<file path="config.mk">
export PLATFORM = sky130hd
export DESIGN_NAME = numeric_string_validator_core
export DESIGN_NICKNAME = d
export VERILOG_FILES = /design/src/rtl/core/nsv_pkg.sv /design/src/rtl/core/numeric_string_validator_core.sv
export SDC_FILE = /design/constraint.sdc
export NUM_CORES = 1
export LEC_CHECK = 0
export BUFFER_PORTS_ARGS = -buffer_cell sky130_fd_sc_hd__buf_2
export CORE_ASPECT_RATIO = 1.4
export CORE_MARGIN = 2
export CORE_UTILIZATION = 55
export DETAILED_ROUTE_END_ITERATION = 16
export GPL_ROUTABILITY_DRIVEN = 0
export PLACE_DENSITY = 0.73
export SETUP_SLACK_MARGIN = 0.5
export SYNTH_ARGS = -nofsm -noshare
export SYNTH_HDL_FRONTEND = slang
export SYNTH_SLANG_ARGS = --single-unit
</file>
<file path="constraint.sdc">
create_clock -name i_clk -period 7.2 [get_ports i_clk]
set_clock_uncertainty 0.1 [all_clocks]
set_input_delay 0.72 -clock i_clk [delete_from_list [all_inputs] [get_ports i_clk]]
set_output_delay 0.72 -clock i_clk [all_outputs]
set_load 0.03 [all_outputs]
</file>
<file path="src/rtl/core/nsv_pkg.sv">
// Types and constants shared by the numeric string validator.
package nsv_pkg;

    typedef enum logic [5:0] {
        PH_START   = 6'b000001,
        PH_INT     = 6'b000010,
        PH_FRAC    = 6'b000100,
        PH_EXP     = 6'b001000,
        PH_EXPSIGN = 6'b010000,
        PH_EXPDIG  = 6'b100000
    } t_phase;

    localparam logic [2:0] MODE_NONE     = 3'd0;
    localparam logic [2:0] MODE_INTEGER  = 3'd1;
    localparam logic [2:0] MODE_NATURAL  = 3'd2;
    localparam logic [2:0] MODE_POSITIVE = 3'd3;
    localparam logic [2:0] MODE_REAL     = 3'd4;

    localparam logic [2:0] REG_CHECK_MODE   = 3'd0;
    localparam logic [2:0] REG_BOUND_ENABLE = 3'd1;
    localparam logic [2:0] REG_UPPER_BOUND  = 3'd2;
    localparam logic [2:0] REG_MIN_LENGTH   = 3'd3;
    localparam logic [2:0] REG_MAX_LENGTH   = 3'd4;

    localparam logic [1:0] STATUS_OK       = 2'd0;
    localparam logic [1:0] STATUS_TYPE_BAD = 2'd1;
    localparam logic [1:0] STATUS_LEN_BAD  = 2'd2;

    localparam logic [7:0] CH_ZERO  = 8'h30;
    localparam logic [7:0] CH_NINE  = 8'h39;
    localparam logic [7:0] CH_E_LO  = 8'h65;
    localparam logic [7:0] CH_E_UP  = 8'h45;
    localparam logic [7:0] CH_POINT = 8'h2E;
    localparam logic [7:0] CH_MINUS = 8'h2D;
    localparam logic [7:0] CH_PLUS  = 8'h2B;

endpackage

</file>
<file path="src/rtl/core/numeric_string_validator_core.sv">
// Top level of the numeric string validator: input register, parser state and result register.
// A final word is accepted into the input register, and its status word then into the result register.
// Throughput: one word per cycle unless a stalled result holds the input; the per-character
// update is a single pass between the input register and the state and result registers.
// A stalled result blocks input only once the input register also holds a final word.
// Reset is synchronous, active low; all but the character, flag and status registers are reset.
module numeric_string_validator_core
    import nsv_pkg::*;
#(
    parameter int LENGTH_BITS = 16
) (
    input  logic        i_clk,
    input  logic        i_rst_n,
    input  logic        i_cfg_valid,
    output logic        o_cfg_ready,
    input  logic [2:0]  i_cfg_index,
    input  logic [30:0] i_cfg_data,
    input  logic        i_in_valid,
    output logic        o_in_ready,
    input  logic [7:0]  i_character,
    input  logic        i_last,
    input  logic        i_empty_string,
    output logic        o_out_valid,
    input  logic        i_out_ready,
    output logic [1:0]  o_status
);

    localparam int CW   = LENGTH_BITS + 1;
    localparam int CMPW = (CW > 17) ? CW : 17;

    logic [2:0]         r_check_mode;
    logic               r_bound_enable;
    logic [30:0]        r_upper_bound;
    logic [16:0]        r_min_length;
    logic [16:0]        r_max_length;

    logic               r_in_valid;
    logic [7:0]         r_char;
    logic               r_last;
    logic               r_empty;

    t_phase             r_phase, n_phase;
    logic               r_type_failed, n_type_failed;
    logic               r_int_seen, n_int_seen;
    logic               r_frac_seen, n_frac_seen;
    logic [31:0]        r_acc, n_acc;
    logic [CW-1:0]      r_count, n_count;

    logic               r_out_valid;
    logic [1:0]         r_status, n_status;

    logic               is_digit, is_e, has_result, advance;
    logic [35:0]        acc_times_ten;
    logic [CMPW-1:0]    count_ext, min_ext, max_ext;
    logic               bad;

    assign o_cfg_ready = 1'b1;
    assign has_result  = r_last || r_empty;
    assign advance     = r_in_valid && (!has_result || !r_out_valid || i_out_ready);
    assign o_in_ready  = !r_in_valid || advance;
    assign o_out_valid = r_out_valid;
    assign o_status    = r_status;

    assign is_digit = (r_char >= CH_ZERO) && (r_char <= CH_NINE);
    assign is_e     = (r_char == CH_E_LO) || (r_char == CH_E_UP);
    assign acc_times_ten = ({4'd0, r_acc} << 3) + ({4'd0, r_acc} << 1)
                         + {32'd0, r_char[3:0]};

    always_comb begin
        n_phase       = r_phase;
        n_type_failed = r_type_failed;
        n_int_seen    = r_int_seen;
        n_frac_seen   = r_frac_seen;
        n_acc         = r_acc;
        n_count       = r_count;
        if (r_empty) begin
            n_phase       = PH_START;
            n_type_failed = 1'b0;
            n_int_seen    = 1'b0;
            n_frac_seen   = 1'b0;
            n_acc         = 32'd0;
            n_count       = '0;
        end else begin
            case (r_check_mode) inside
                MODE_INTEGER: begin
                    if (!is_digit) begin
                        n_type_failed = 1'b1;
                    end
                end
                MODE_NATURAL, MODE_POSITIVE: begin
                    if (!is_digit || (r_count == '0 && r_char == CH_ZERO)) begin
                        n_type_failed = 1'b1;
                    end else if (r_check_mode == MODE_POSITIVE) begin
                        n_acc = (acc_times_ten[35:32] != 4'd0) ? 32'hFFFF_FFFF
                                                               : acc_times_ten[31:0];
                    end
                end
                MODE_REAL: begin
                    unique case (r_phase)
                        PH_START, PH_INT: begin
                            if (is_digit) begin
                                n_int_seen = 1'b1;
                                n_phase    = PH_INT;
                            end else if (r_char == CH_MINUS && r_phase == PH_START) begin
                                n_phase = PH_INT;
                            end else if (r_char == CH_POINT) begin
                                n_phase = PH_FRAC;
                            end else if (is_e) begin
                                n_phase = PH_EXP;
                            end else begin
                                n_type_failed = 1'b1;
                            end
                        end
                        PH_FRAC: begin
                            if (is_digit) begin
                                n_frac_seen = 1'b1;
                            end else if (is_e) begin
                                n_phase = PH_EXP;
                            end else begin
                                n_type_failed = 1'b1;
                            end
                        end
                        PH_EXP: begin
                            if (r_char == CH_PLUS || r_char == CH_MINUS) begin
                                n_phase = PH_EXPSIGN;
                            end else if (is_digit) begin
                                n_phase = PH_EXPDIG;
                            end else begin
                                n_type_failed = 1'b1;
                            end
                        end
                        PH_EXPSIGN, PH_EXPDIG: begin
                            if (is_digit) begin
                                n_phase = PH_EXPDIG;
                            end else begin
                                n_type_failed = 1'b1;
                            end
                        end
                        default: begin
                            n_type_failed = 1'b1;
                        end
                    endcase
                end
                default: begin
                end
            endcase
            if (!r_count[LENGTH_BITS]) begin
                n_count = r_count + CW'(1);
            end
        end
    end

    always_comb begin
        count_ext = CMPW'(n_count);
        min_ext   = {{(CMPW-16){1'b0}}, r_min_length[15:0]};
        max_ext   = {{(CMPW-16){1'b0}}, r_max_length[15:0]};
        bad       = n_type_failed;
        if (r_check_mode == MODE_POSITIVE && r_bound_enable
                && n_acc > {1'b0, r_upper_bound}) begin
            bad = 1'b1;
        end
        if (r_check_mode == MODE_REAL) begin
            if (!n_int_seen && !n_frac_seen) begin
                bad = 1'b1;
            end
            if (n_phase == PH_EXP || n_phase == PH_EXPSIGN) begin
                bad = 1'b1;
            end
        end
        if (bad) begin
            n_status = STATUS_TYPE_BAD;
        end else if (!r_min_length[16] && count_ext < min_ext) begin
            n_status = STATUS_LEN_BAD;
        end else if (!r_max_length[16] && count_ext > max_ext) begin
            n_status = STATUS_LEN_BAD;
        end else begin
            n_status = STATUS_OK;
        end
    end

    always_ff @(posedge i_clk) begin
        if (!i_rst_n) begin
            r_check_mode   <= MODE_NONE;
            r_bound_enable <= 1'b0;
            r_upper_bound  <= 31'd0;
            r_min_length   <= 17'h1FFFF;
            r_max_length   <= 17'h1FFFF;
        end else if (i_cfg_valid) begin
            unique case (i_cfg_index)
                REG_CHECK_MODE:   r_check_mode   <= i_cfg_data[2:0];
                REG_BOUND_ENABLE: r_bound_enable <= i_cfg_data[0];
                REG_UPPER_BOUND:  r_upper_bound  <= i_cfg_data;
                REG_MIN_LENGTH:   r_min_length   <= i_cfg_data[16:0];
                REG_MAX_LENGTH:   r_max_length   <= i_cfg_data[16:0];
                default: begin
                end
            endcase
        end
    end

    always_ff @(posedge i_clk) begin
        if (!i_rst_n) begin
            r_in_valid <= 1'b0;
        end else if (o_in_ready) begin
            r_in_valid <= i_in_valid;
        end
    end

    always_ff @(posedge i_clk) begin
        if (o_in_ready && i_in_valid) begin
            r_char  <= i_character;
            r_last  <= i_last;
            r_empty <= i_empty_string;
        end
    end

    always_ff @(posedge i_clk) begin
        if (!i_rst_n) begin
            r_phase       <= PH_START;
            r_type_failed <= 1'b0;
            r_int_seen    <= 1'b0;
            r_frac_seen   <= 1'b0;
            r_acc         <= 32'd0;
            r_count       <= '0;
        end else if (advance) begin
            if (has_result) begin
                r_phase       <= PH_START;
                r_type_failed <= 1'b0;
                r_int_seen    <= 1'b0;
                r_frac_seen   <= 1'b0;
                r_acc         <= 32'd0;
                r_count       <= '0;
            end else begin
                r_phase       <= n_phase;
                r_type_failed <= n_type_failed;
                r_int_seen    <= n_int_seen;
                r_frac_seen   <= n_frac_seen;
                r_acc         <= n_acc;
                r_count       <= n_count;
            end
        end
    end

    always_ff @(posedge i_clk) begin
        if (!i_rst_n) begin
            r_out_valid <= 1'b0;
        end else if (advance && has_result) begin
            r_out_valid <= 1'b1;
        end else if (i_out_ready) begin
            r_out_valid <= 1'b0;
        end
    end

    always_ff @(posedge i_clk) begin
        if (advance && has_result) begin
            r_status <= n_status;
        end
    end

    a_state_cleared_after_result: assert property (@(posedge i_clk) disable iff (!i_rst_n)
        (advance && has_result) |=> (r_count == '0 && r_phase == PH_START && !r_type_failed))
        else $error("string state not cleared after a result word");

    a_count_steps: assert property (@(posedge i_clk) disable iff (!i_rst_n)
        (advance && !has_result && !r_empty && !r_count[LENGTH_BITS])
        |=> (r_count == $past(r_count) + CW'(1)))
        else $error("character count did not advance by one");

    a_stall_cause: assert property (@(posedge i_clk) disable iff (!i_rst_n)
        !o_in_ready |-> (r_in_valid && has_result && r_out_valid && !i_out_ready))
        else $error("input stalled without a blocked result");

    a_status_code: assert property (@(posedge i_clk) disable iff (!i_rst_n)
        r_out_valid |-> (r_status == STATUS_OK || r_status == STATUS_TYPE_BAD
                         || r_status == STATUS_LEN_BAD))
        else $error("result word carries an undefined status");

endmodule
</file>
==> qor.yml, run 1 <==
run_status:
  status: "finished, final reports clean"
setup_path:
  crit_fanout: 20
  critPathCaptureType: "register"
  required_ns: 7.26
  critPathLaunchType: "register"
  cp.arrival_ns: 6.36
  crit_type: "register to register"
routing:
  avgViaCountPerCell: 5.97
  routed_wl_microns: 26600
  routed.top_layer: "met4"
  num_vias: 9433
  wl_met2_microns: 13600
  ant_nets: 0
  wl_per_cell_microns: 16.8
  drt-met1-wl_microns: 11000
  met3WireLength_microns: 950
  drc: 0
  drt_pass1_iterations: 5
  initialDrtViolationCount: 544
sta:
  min_period_ns: 6.30
  max_slew_margin: 0.197
  min_period_over_period: 0.875
  fmax_mhz: 159
  worst_slack_ns: 0.897
  setup_tns_ns: 0
  hold_viol_final: 0
  worst_pin_slew_ns: 1.20
  rsz0062_at_grt: "false"
  drv_slew: 0
  setup_viol: 0
synth:
  synth_area_per_cell_sq_um: 7.82
  yosysWarnings: 0
  synth.area.top_cells: "dfxtp_1 (25%), ha_1 (15%), nand2_1 (6.7%)"
  synth_edf_count: 12
  asyncSetResetFlopFracSynth: 0
  syn_area_sq_um: 10400
  postSynthCellCount: 1326
  synth_seq_area_share: 0.284
  ys_ff_latch: 141
  synth_ff_type: "dfxtp_1"
  synth_common_cells: "nand2_1 (186), dfxtp_1 (129), ha_1 (127), nor2_1 (88), inv_1 (81)"
  synth_top_area_share: 0.249
  syn_nets: 1504
  ys_types: 73
  synth_top_cell_by_area: "dfxtp_1"
  synth.most_common_cell: "nand2_1"
global_routing:
  antenna_found_initial: 0
  grt_max_degree: 100
  grt_pass1_wl_microns: 44500
  overflow: 0
  grt_usage: 0.272
  grt_pass1_vias: 9151
finish:
  layout.nets: 1501
  fin_cells: 1580
  drive_gt1_frac: 0.0853
  post-route-util: 0.609
  area_growth_pct: 8.85
  num_antenna_cells: 0
  fillers: 1670
placed_design:
  portBuffers: 52
  hpwlAfterDp_microns: 19900
  place_ws_ns: 1.03
  placed_cells_incl_taps: 1548
worst_hold_path:
  hold_class: "primary input to register"
power_and_ir_drop:
  power_leakage_nw: 4.93
  power.density_nw_per_um2: 164
  vdd_drop_max_mv: 0.142
clocking:
  cts_buffers: 17
  cts_sinks: 141
  clk_pin_slew_worst_paths_ns: 0.07
  clk_path_buf_depth: 2
  tritoncts: "yes"
  holdBufCountCts: 0
  cts_setup_buffers: 0
  cts_max_level: 4
  insertion_delay_ns: 0.43
  cts-resized-gates: 0
  cts-root-buf: "clkbuf_16"
floorplan:
  std_cell_rows: 59
  core_area_sq_um: 18500
  start_util: 0.560
  die_area_sq_um: 20000
  die_h_microns: 166
  pin_count: 54
  die_w_microns: 120
run:
  cap_violations: 0
## layout make-up
class / count / area [sq um] / share of cell area
multi-input combinational: 1024 / 6810 / 0.603
inverter: 81 / 304 / 0.0269
clock buffer: 18 / 439 / 0.0389
timing repair buffer: 58 / 305 / 0.0270
clock inverter: 14 / 183 / 0.0162
sequential: 141 / 2940 / 0.261
tap: 244 / 305 / 0.0270
## metrics by stage
| stage | power (W) | hold WS (ns) | cell area (sq um) |
|---|---|---|---|
| CTS | 0.00187 | 0.355 | 11300 |
| detailed placement | 0.000943 | 0.360 | 10700 |
| finish | 0.00185 | 0.364 | 11300 |
| floorplan | 0.000900 | 0.337 | 10400 |
| global placement | 0.000942 | 0.356 | 10700 |
| global route | 0.00191 | 0.354 | 11300 |
## flip-flops by register name, indices dropped and copies added, names as in the netlist, 3 cells and up
| register | flops |
|---|---|
| r_acc | 32 |
| r_char | 8 |
| r_check_mode | 3 |
| r_count | 17 |
| r_max_length | 17 |
| r_min_length | 17 |
| r_phase | 6 |
| r_upper_bound | 31 |
## critical path, stage by stage (launching register included)
cell	delay, ns
edfxtp_1	0.49
fa_1	0.60
inv_1	0.07
fa_1	0.45
nand2b_1	0.18
a21oi_1	0.30
o41ai_1	0.17
a21oi_1	0.30
a41oi_1	0.18
xor2_1	0.20
o211ai_2	0.30
buf_4	0.32
nor3_1	0.25
a211oi_1	0.13
ha_1	0.34
nand4_1	0.08
or2_2	0.30
nor4_1	0.37
a211oi_1	0.14
o311ai_0	0.47
a211oi_1	0.11
a21boi_2	0.19
## path summary, 6_finish.rpt
path / to / start / cells past startpoint / slack (ns)
max: o_status[1] / r_char[3] / 21 / 0.90
min reg2reg: r_upper_bound[3] / r_upper_bound[3] / 2 / 0.37
max reg2reg: o_status[1] / r_char[3] / 21 / 0.90
min: r_char[6] / i_character[6] / 1 / 0.36
## layer usage
metal | track usage | vias up
met5 | 0 | -
met4 | 0.125 | 0
met3 | 0.0332 | 66
met2 | 0.487 | 198
met1 | 0.320 | 4438
li1 | - | 4731
## power by group
part / switching, W / internal [W] / leakage, nW
clock network: 0.000366 / 0.000561 / 0.295
registers: 0.00000890 / 0.000807 / 1.16
logic: 0.0000711 / 0.0000405 / 3.47
total: 0.000446 / 0.00141 / 4.93
## layout by cell type (no fill, tap or decap), drive strengths merged, types with 15 or more instances in the layout
cell and instances:
a211oi 41, a21boi 36, a21o 29, a21oi 81, a22oi 15, buf 58
clkbuf 18, dfxtp 129, ha 127, inv 86, nand2 186, nand3 22
nand4 25, nor2 88, nor2b 36, nor3 48, o211ai 39, o21ai 77
xnor2 27, xor2 18
## cell families (layout without fill, tap and decap cells)
| kind of cell | after synthesis | count (layout) | share of synthesized area |
|---|---|---|---|
| flip-flops | 141 | 141 | 0.284 |
| buffers and inverters | 161 | 171 | 0.0608 |
| multiplexers | 4 | 4 | 0.00386 |
| AND/OR/NAND/NOR | 478 | 478 | 0.221 |
| adder cells (fa/ha/maj) | 129 | 129 | 0.157 |
| XOR/XNOR | 45 | 45 | 0.0380 |
| AO/OA/AOI/OAI | 367 | 367 | 0.235 |
| other | 1 | 1 | 0.000362 |
Note: power is estimated with default switching activity, not from simulation.
==> run 2: changes to the inputs <==
Settings changed: CORE_ASPECT_RATIO 1.4 to 1.75, HOLD_SLACK_MARGIN set to 0.02.
==> run 2 against run 1 <==
Compared with the run above:
- utilization about the same
- non-clock buffer count did not move
- sequential cell count unchanged
- global-route usage grew 2.5 points
- wire length rose by 9.3%
- cell count down 0.38%
- critical path type unchanged
- critical endpoint unchanged
- largest cell class unchanged
==> qor.yml, run 2 (synthesis results as in run 1) <==
setup_path:
  cpMostUsedCell: "a211oi_1"
  critPathCaptureType: "register"
  slowest_stage: "o311a_1"
  crit_path_cell_trace: "fa_1 -> ha_1 -> a21oi_1 -> nand4b_1 -> a211oi_2 -> or2_2 -> a21oi_1 -> o21ai_0 -> o311a_1 -> nor3_1 -> a211oi_1 -> ha_1 -> nand4_1 -> or2_2 -> nor4_1 -> a211oi_1 -> o311ai_0 -> a211oi_1 -> a21boi_2"
  cp.arrival_ns: 6.38  # +0.02 ns
  reg2regPathDepth: 19  # -9.5%
  critPathLaunchType: "register"
  crit_type: "register to register"
  required_ns: 7.28  # +0.02 ns
  crit_fanout: 27  # +35%
  cp_slowest_stage_delay_ns: 0.96  # +0.36 ns
sta:
  fmax_mhz: 159  # about the same
  drv_slew: 0  # unchanged
  max_slew_margin: 0.175  # -0.0219
  setup_viol: 0  # unchanged
  hold_ws_ns: 0.361  # -0.00263 ns
  hold_viol_final: 0  # unchanged
  setup_tns_ns: 0  # unchanged
  min_period_over_period: 0.875  # about the same
  rsz0062_at_grt: "false"
  worst_pin_slew_ns: 1.24  # +0.0328 ns
  min_period_ns: 6.30  # -0.00300 ns
finish:
  fin_cells: 1574  # -0.38%
  regMostFlops: "r_acc"
  fillers: 1712  # +2.5%
  final_common_cell: "nand2_1"
  area_growth_pct: 9.22
  register_area_sq_um: 2940  # unchanged
  drive_gt1_frac: 0.0846  # -0.000749
  layout_common_cells: "nand2_1 (186), dfxtp_1 (129), ha_1 (127)"
  num_antenna_cells: 0  # unchanged
  multi_input_area_sq_um: 6820  # +0.13%
  top_regs: "r_acc x32, r_upper_bound x31"
  layout.nets: 1501  # unchanged
  largest_reg_flops: 32  # unchanged
global_routing:
  grt_max_degree: 100  # unchanged
  grt_pass1_wl_microns: 46200  # +3.6%
  antenna_found_initial: 0  # unchanged
  overflow: 0  # unchanged
  grt_usage: 0.298  # +0.0254
  grt_pass1_vias: 9382  # +2.5%
routing:
  wl_per_cell_microns: 18.4  # +9.7%
  drc: 0  # unchanged
  routed_wl_microns: 29000  # +9.3%
  ant_nets: 0  # unchanged
  initialDrtViolationCount: 580  # +6.6%
  num_vias: 9631  # +2.1%
  avgViaCountPerCell: 6.12  # +2.5%
  drt_pass1_iterations: 5  # unchanged
placed_design:
  portBuffers: 52  # unchanged
  hpwlAfterDp_microns: 21900  # +9.8%
  placed_cells_incl_taps: 1542  # -0.39%
power_and_ir_drop:
  power.density_nw_per_um2: 169  # +2.7%
  vdd_drop_max_mv: 0.166  # +17%
  power_leakage_nw: 4.94  # +0.35%
run:
  cap_violations: 0  # unchanged
run_status:
  status: "finished, final reports clean"
floorplan:
  die_h_microns: 186  # +12%
  die_area_sq_um: 20000  # +0.14%
  start_util: 0.558  # -0.00155
  core_area_sq_um: 18600  # +0.28%
  die_w_microns: 108  # -10%
  std_cell_rows: 66  # +12%
  pin_count: 54  # unchanged
clocking:
  insertion_delay_ns: 0.44  # about the same
  cts-root-buf: "clkbuf_16"
  cts_max_level: 4  # unchanged
  clk_path_buf_depth: 2  # unchanged
  holdBufCountCts: 0  # unchanged
  cts_buffers: 17  # unchanged
  cts_sinks: 141  # unchanged
  tritoncts: "yes"
  clk_pin_slew_worst_paths_ns: 0.06  # about the same
worst_hold_path:
  min_path_cells: 1  # unchanged
  hold_class: "primary input to register"
[run 2: stage by stage]
stage / total power (W) / cell area (sq um) / worst slack, ns / utilization
floorplan: 0.000900 / 10400 / 1.91 / -
global placement: 0.000940 / 10700 / 1.05 / 0.574
detailed placement: 0.000942 / 10700 / 0.887 / 0.574
CTS: 0.00192 / 11300 / 0.813 / 0.609
global route: 0.00196 / 11300 / 0.502 / 0.610
finish: 0.00191 / 11300 / 0.900 / 0.610
[run 2: layout make-up]
type                       instances  share of cell area
multi-input combinational       1024               0.602
inverter                          81              0.0268
sequential                       141               0.260
tap                              238              0.0263
timing repair buffer              58              0.0269
clock inverter                    12              0.0158
clock buffer                      20              0.0423
[run 2: critical path, delay by kind of cell (launching register included)]
family                   cells  cell delay [ns]
AO/OA/AOI/OAI               10             2.95
flip-flops                   1             0.48
AND/OR/NAND/NOR              6             1.43
adder cells (fa/ha/maj)      3             1.06
[run 2: path summary, 6_finish.rpt]
path / from / to / slack (ns)
worst max-delay path: r_char[3] / o_status[1] / 0.90
worst min-delay path: i_character[7] / r_char[7] / 0.36
worst max register to register: r_char[3] / o_status[1] / 0.90
worst min register to register: r_upper_bound[25] / r_upper_bound[25] / 0.36
[run 2: what timing repair did]
item | in CTS | in global routing
endpoints found under the setup margin | 0 | 2
resized for setup | 0 | 1
setup buffers | 0 | 0
[run 2: power breakdown]
part           total (W)  leakage (nW)  internal [W]  switching [W]
Clock           0.000986         0.315      0.000623       0.000363
Combinational   0.000109          3.47     0.0000404      0.0000687
Sequential      0.000816          1.16      0.000807     0.00000948
[run 2: metal layers]
layer / GRT usage / part of all wire
met2: 0.558 / 0.53
met5: 0 / 0
met1: 0.282 / 0.35
met4: 0.237 / 0.085
met3: 0.0410 / 0.035
==> run 3: changes to the inputs <==
Settings changed: MAX_ROUTING_LAYER set to met4.
==> run 3 against run 2 <==
Compared with the run above:
- sequential power barely moved
- clock power barely moved
- largest power group unchanged
- total power barely moved
- register-to-register slack got worse by 0.02 ns
- sequential cell count did not move
- maximum frequency fell by 0.33%
- utilization did not move
- critical path depth did not move
- final area did not move
==> qor.yml, run 3 (synthesis results as in run 1) <==
run_status:
  status: "finished, final reports clean"
routing:
  drt_pass1_iterations: 8  # +3
  num_vias: 9611  # -0.21%
  avgViaCountPerCell: 6.11  # -0.21%
  wl_per_cell_microns: 18.4  # -0.10%
  ant_nets: 0  # unchanged
  routed_wl_microns: 29000  # -0.10%
  drc: 0  # unchanged
  initialDrtViolationCount: 571  # -1.6%
finish:
  layout_common_cells: "nand2_1 (186), dfxtp_1 (129), ha_1 (127)"
  regMostFlops: "r_acc"
  design_area_sq_um: 11300  # unchanged
  multi_input_area_sq_um: 6820  # unchanged
  final_common_cell: "nand2_1"
  top_regs: "r_acc x32, r_upper_bound x31"
  drive_gt1_frac: 0.0846  # unchanged
  area_growth_pct: 9.22  # unchanged
  layout.nets: 1501  # unchanged
  largest_reg_flops: 32  # unchanged
  fillers: 1712  # unchanged
  register_area_sq_um: 2940  # unchanged
  num_antenna_cells: 0  # unchanged
sta:
  worst_slack_ns: 0.879  # -0.0206 ns
  drv_slew: 0  # unchanged
  setup_tns_ns: 0  # unchanged
  fmax_mhz: 158  # -0.33%
  rsz0062_at_grt: "false"
  hold_viol_final: 0  # unchanged
  worst_pin_slew_ns: 1.22  # -0.0218 ns
  min_period_ns: 6.32  # +0.0206 ns
  setup_viol: 0  # unchanged
  max_slew_margin: 0.189  # +0.0145
  min_period_over_period: 0.878  # +0.00286
worst_hold_path:
  min_path_cells: 1  # unchanged
  hold_class: "primary input to register"
  hold_start: "i_character[7]"
setup_path:
  critPathLaunchType: "register"
  r2r_slack_ns: 0.88  # -0.02 ns
  critPathCaptureType: "register"
  crit_type: "register to register"
  reg2reg_from: "r_char[3]"
  cp.arrival_ns: 6.40  # +0.02 ns
  required_ns: 7.28  # about the same
  reg2regPathDepth: 19  # unchanged
  crit_fanout: 27  # unchanged
  worstSetupStartpoint: "r_char[3]"
power_and_ir_drop:
  vdd_drop_max_mv: 0.166  # +0.27%
  power.density_nw_per_um2: 169  # about the same
  power_leakage_nw: 4.94  # unchanged
floorplan:
  die_area_sq_um: 20000  # unchanged
  die_h_microns: 186  # unchanged
  std_cell_rows: 66  # unchanged
  core_area_sq_um: 18600  # unchanged
  die_w_microns: 108  # unchanged
  pin_count: 54  # unchanged
  start_util: 0.558  # unchanged
global_routing:
  grt_max_degree: 100  # unchanged
  grt_pass1_wl_microns: 46200  # about the same
  grt_pass1_vias: 9384  # +0.021%
  antenna_found_initial: 0  # unchanged
  overflow: 0  # unchanged
  grt_usage: 0.306  # +0.00878
clocking:
  tritoncts: "yes"
  cts_setup_buffers: 0  # unchanged
  cts_sinks: 141  # unchanged
  cts_buffers: 17  # unchanged
  cts-root-buf: "clkbuf_16"
  clk_path_buf_depth: 2  # unchanged
  clk_pin_slew_worst_paths_ns: 0.06  # about the same
  insertion_delay_ns: 0.44  # about the same
  cts_max_level: 4  # unchanged
placed_design:
  portBuffers: 52  # unchanged
  place_ws_ns: 0.887  # unchanged
  dpl_cell_area_sq_um: 10700  # unchanged
  hpwlAfterDp_microns: 21900  # unchanged
run:
  cap_violations: 0  # unchanged
-- run 3: critical path, cell delays in order (launching register included) --
cell and delay [ns]:
edfxtp_1 0.48, fa_1 0.54, ha_1 0.31, a21oi_1 0.07
nand4b_1 0.25, a211oi_2 0.38, or2_2 0.21, a21oi_1 0.08
o21ai_0 0.17, o311a_1 0.95, nor3_1 0.17, a211oi_1 0.35
ha_1 0.21, nand4_1 0.13, or2_2 0.32, nor4_1 0.36
a211oi_1 0.12, o311ai_0 0.59, a211oi_1 0.08, a21boi_2 0.18
-- run 3: stage by stage --
stage	total power (W)	std cells	utilization	hold slack, ns
global route	0.00196	1574	0.610	0.351
detailed placement	0.000942	1542	0.574	0.359
floorplan	0.000900	1326	-	0.337
finish	0.00191	1574	0.610	0.360
CTS	0.00192	1574	0.609	0.351
global placement	0.000940	1542	0.574	0.355
-- run 3: per-layer routing --
layer  part of all wire  up-vias  global-route usage
li1                   -     4725                   -
met1               0.35     4429               0.282
met2               0.53      306               0.556
met3              0.035      151              0.0441
met4              0.086        0               0.238
met5                  0        -                   -
-- run 3: area by class of cell --
class | count | area share
Clock inverter | 12 | 0.0158
Timing Repair Buffer | 58 | 0.0269
Tap cell | 238 | 0.0263
Clock buffer | 20 | 0.0423
Multi-Input combinational cell | 1024 | 0.602
Sequential cell | 141 | 0.260
Inverter | 81 | 0.0268
-- run 3: path summary, 6_finish.rpt --
| kind | endpoint |
|---|---|
| worst min-delay path | r_char[7] |
| worst min register to register | r_upper_bound[25] |
| worst max register to register | o_status[1] |
| worst max-delay path | o_status[1] |
-- run 3: report_power, final --
group          switching [W]  leakage (nW)  internal (W)  total (W)
logic              0.0000688          3.47     0.0000404   0.000109
registers         0.00000944          1.16      0.000807   0.000816
clock network       0.000363         0.315      0.000623   0.000986
-- run 3: repair_timing --
action,CTS,global route
hold buffers,0,0
setup endpoints to repair,0,2
endpoints found under the hold margin,0,0
gates resized for setup,0,1
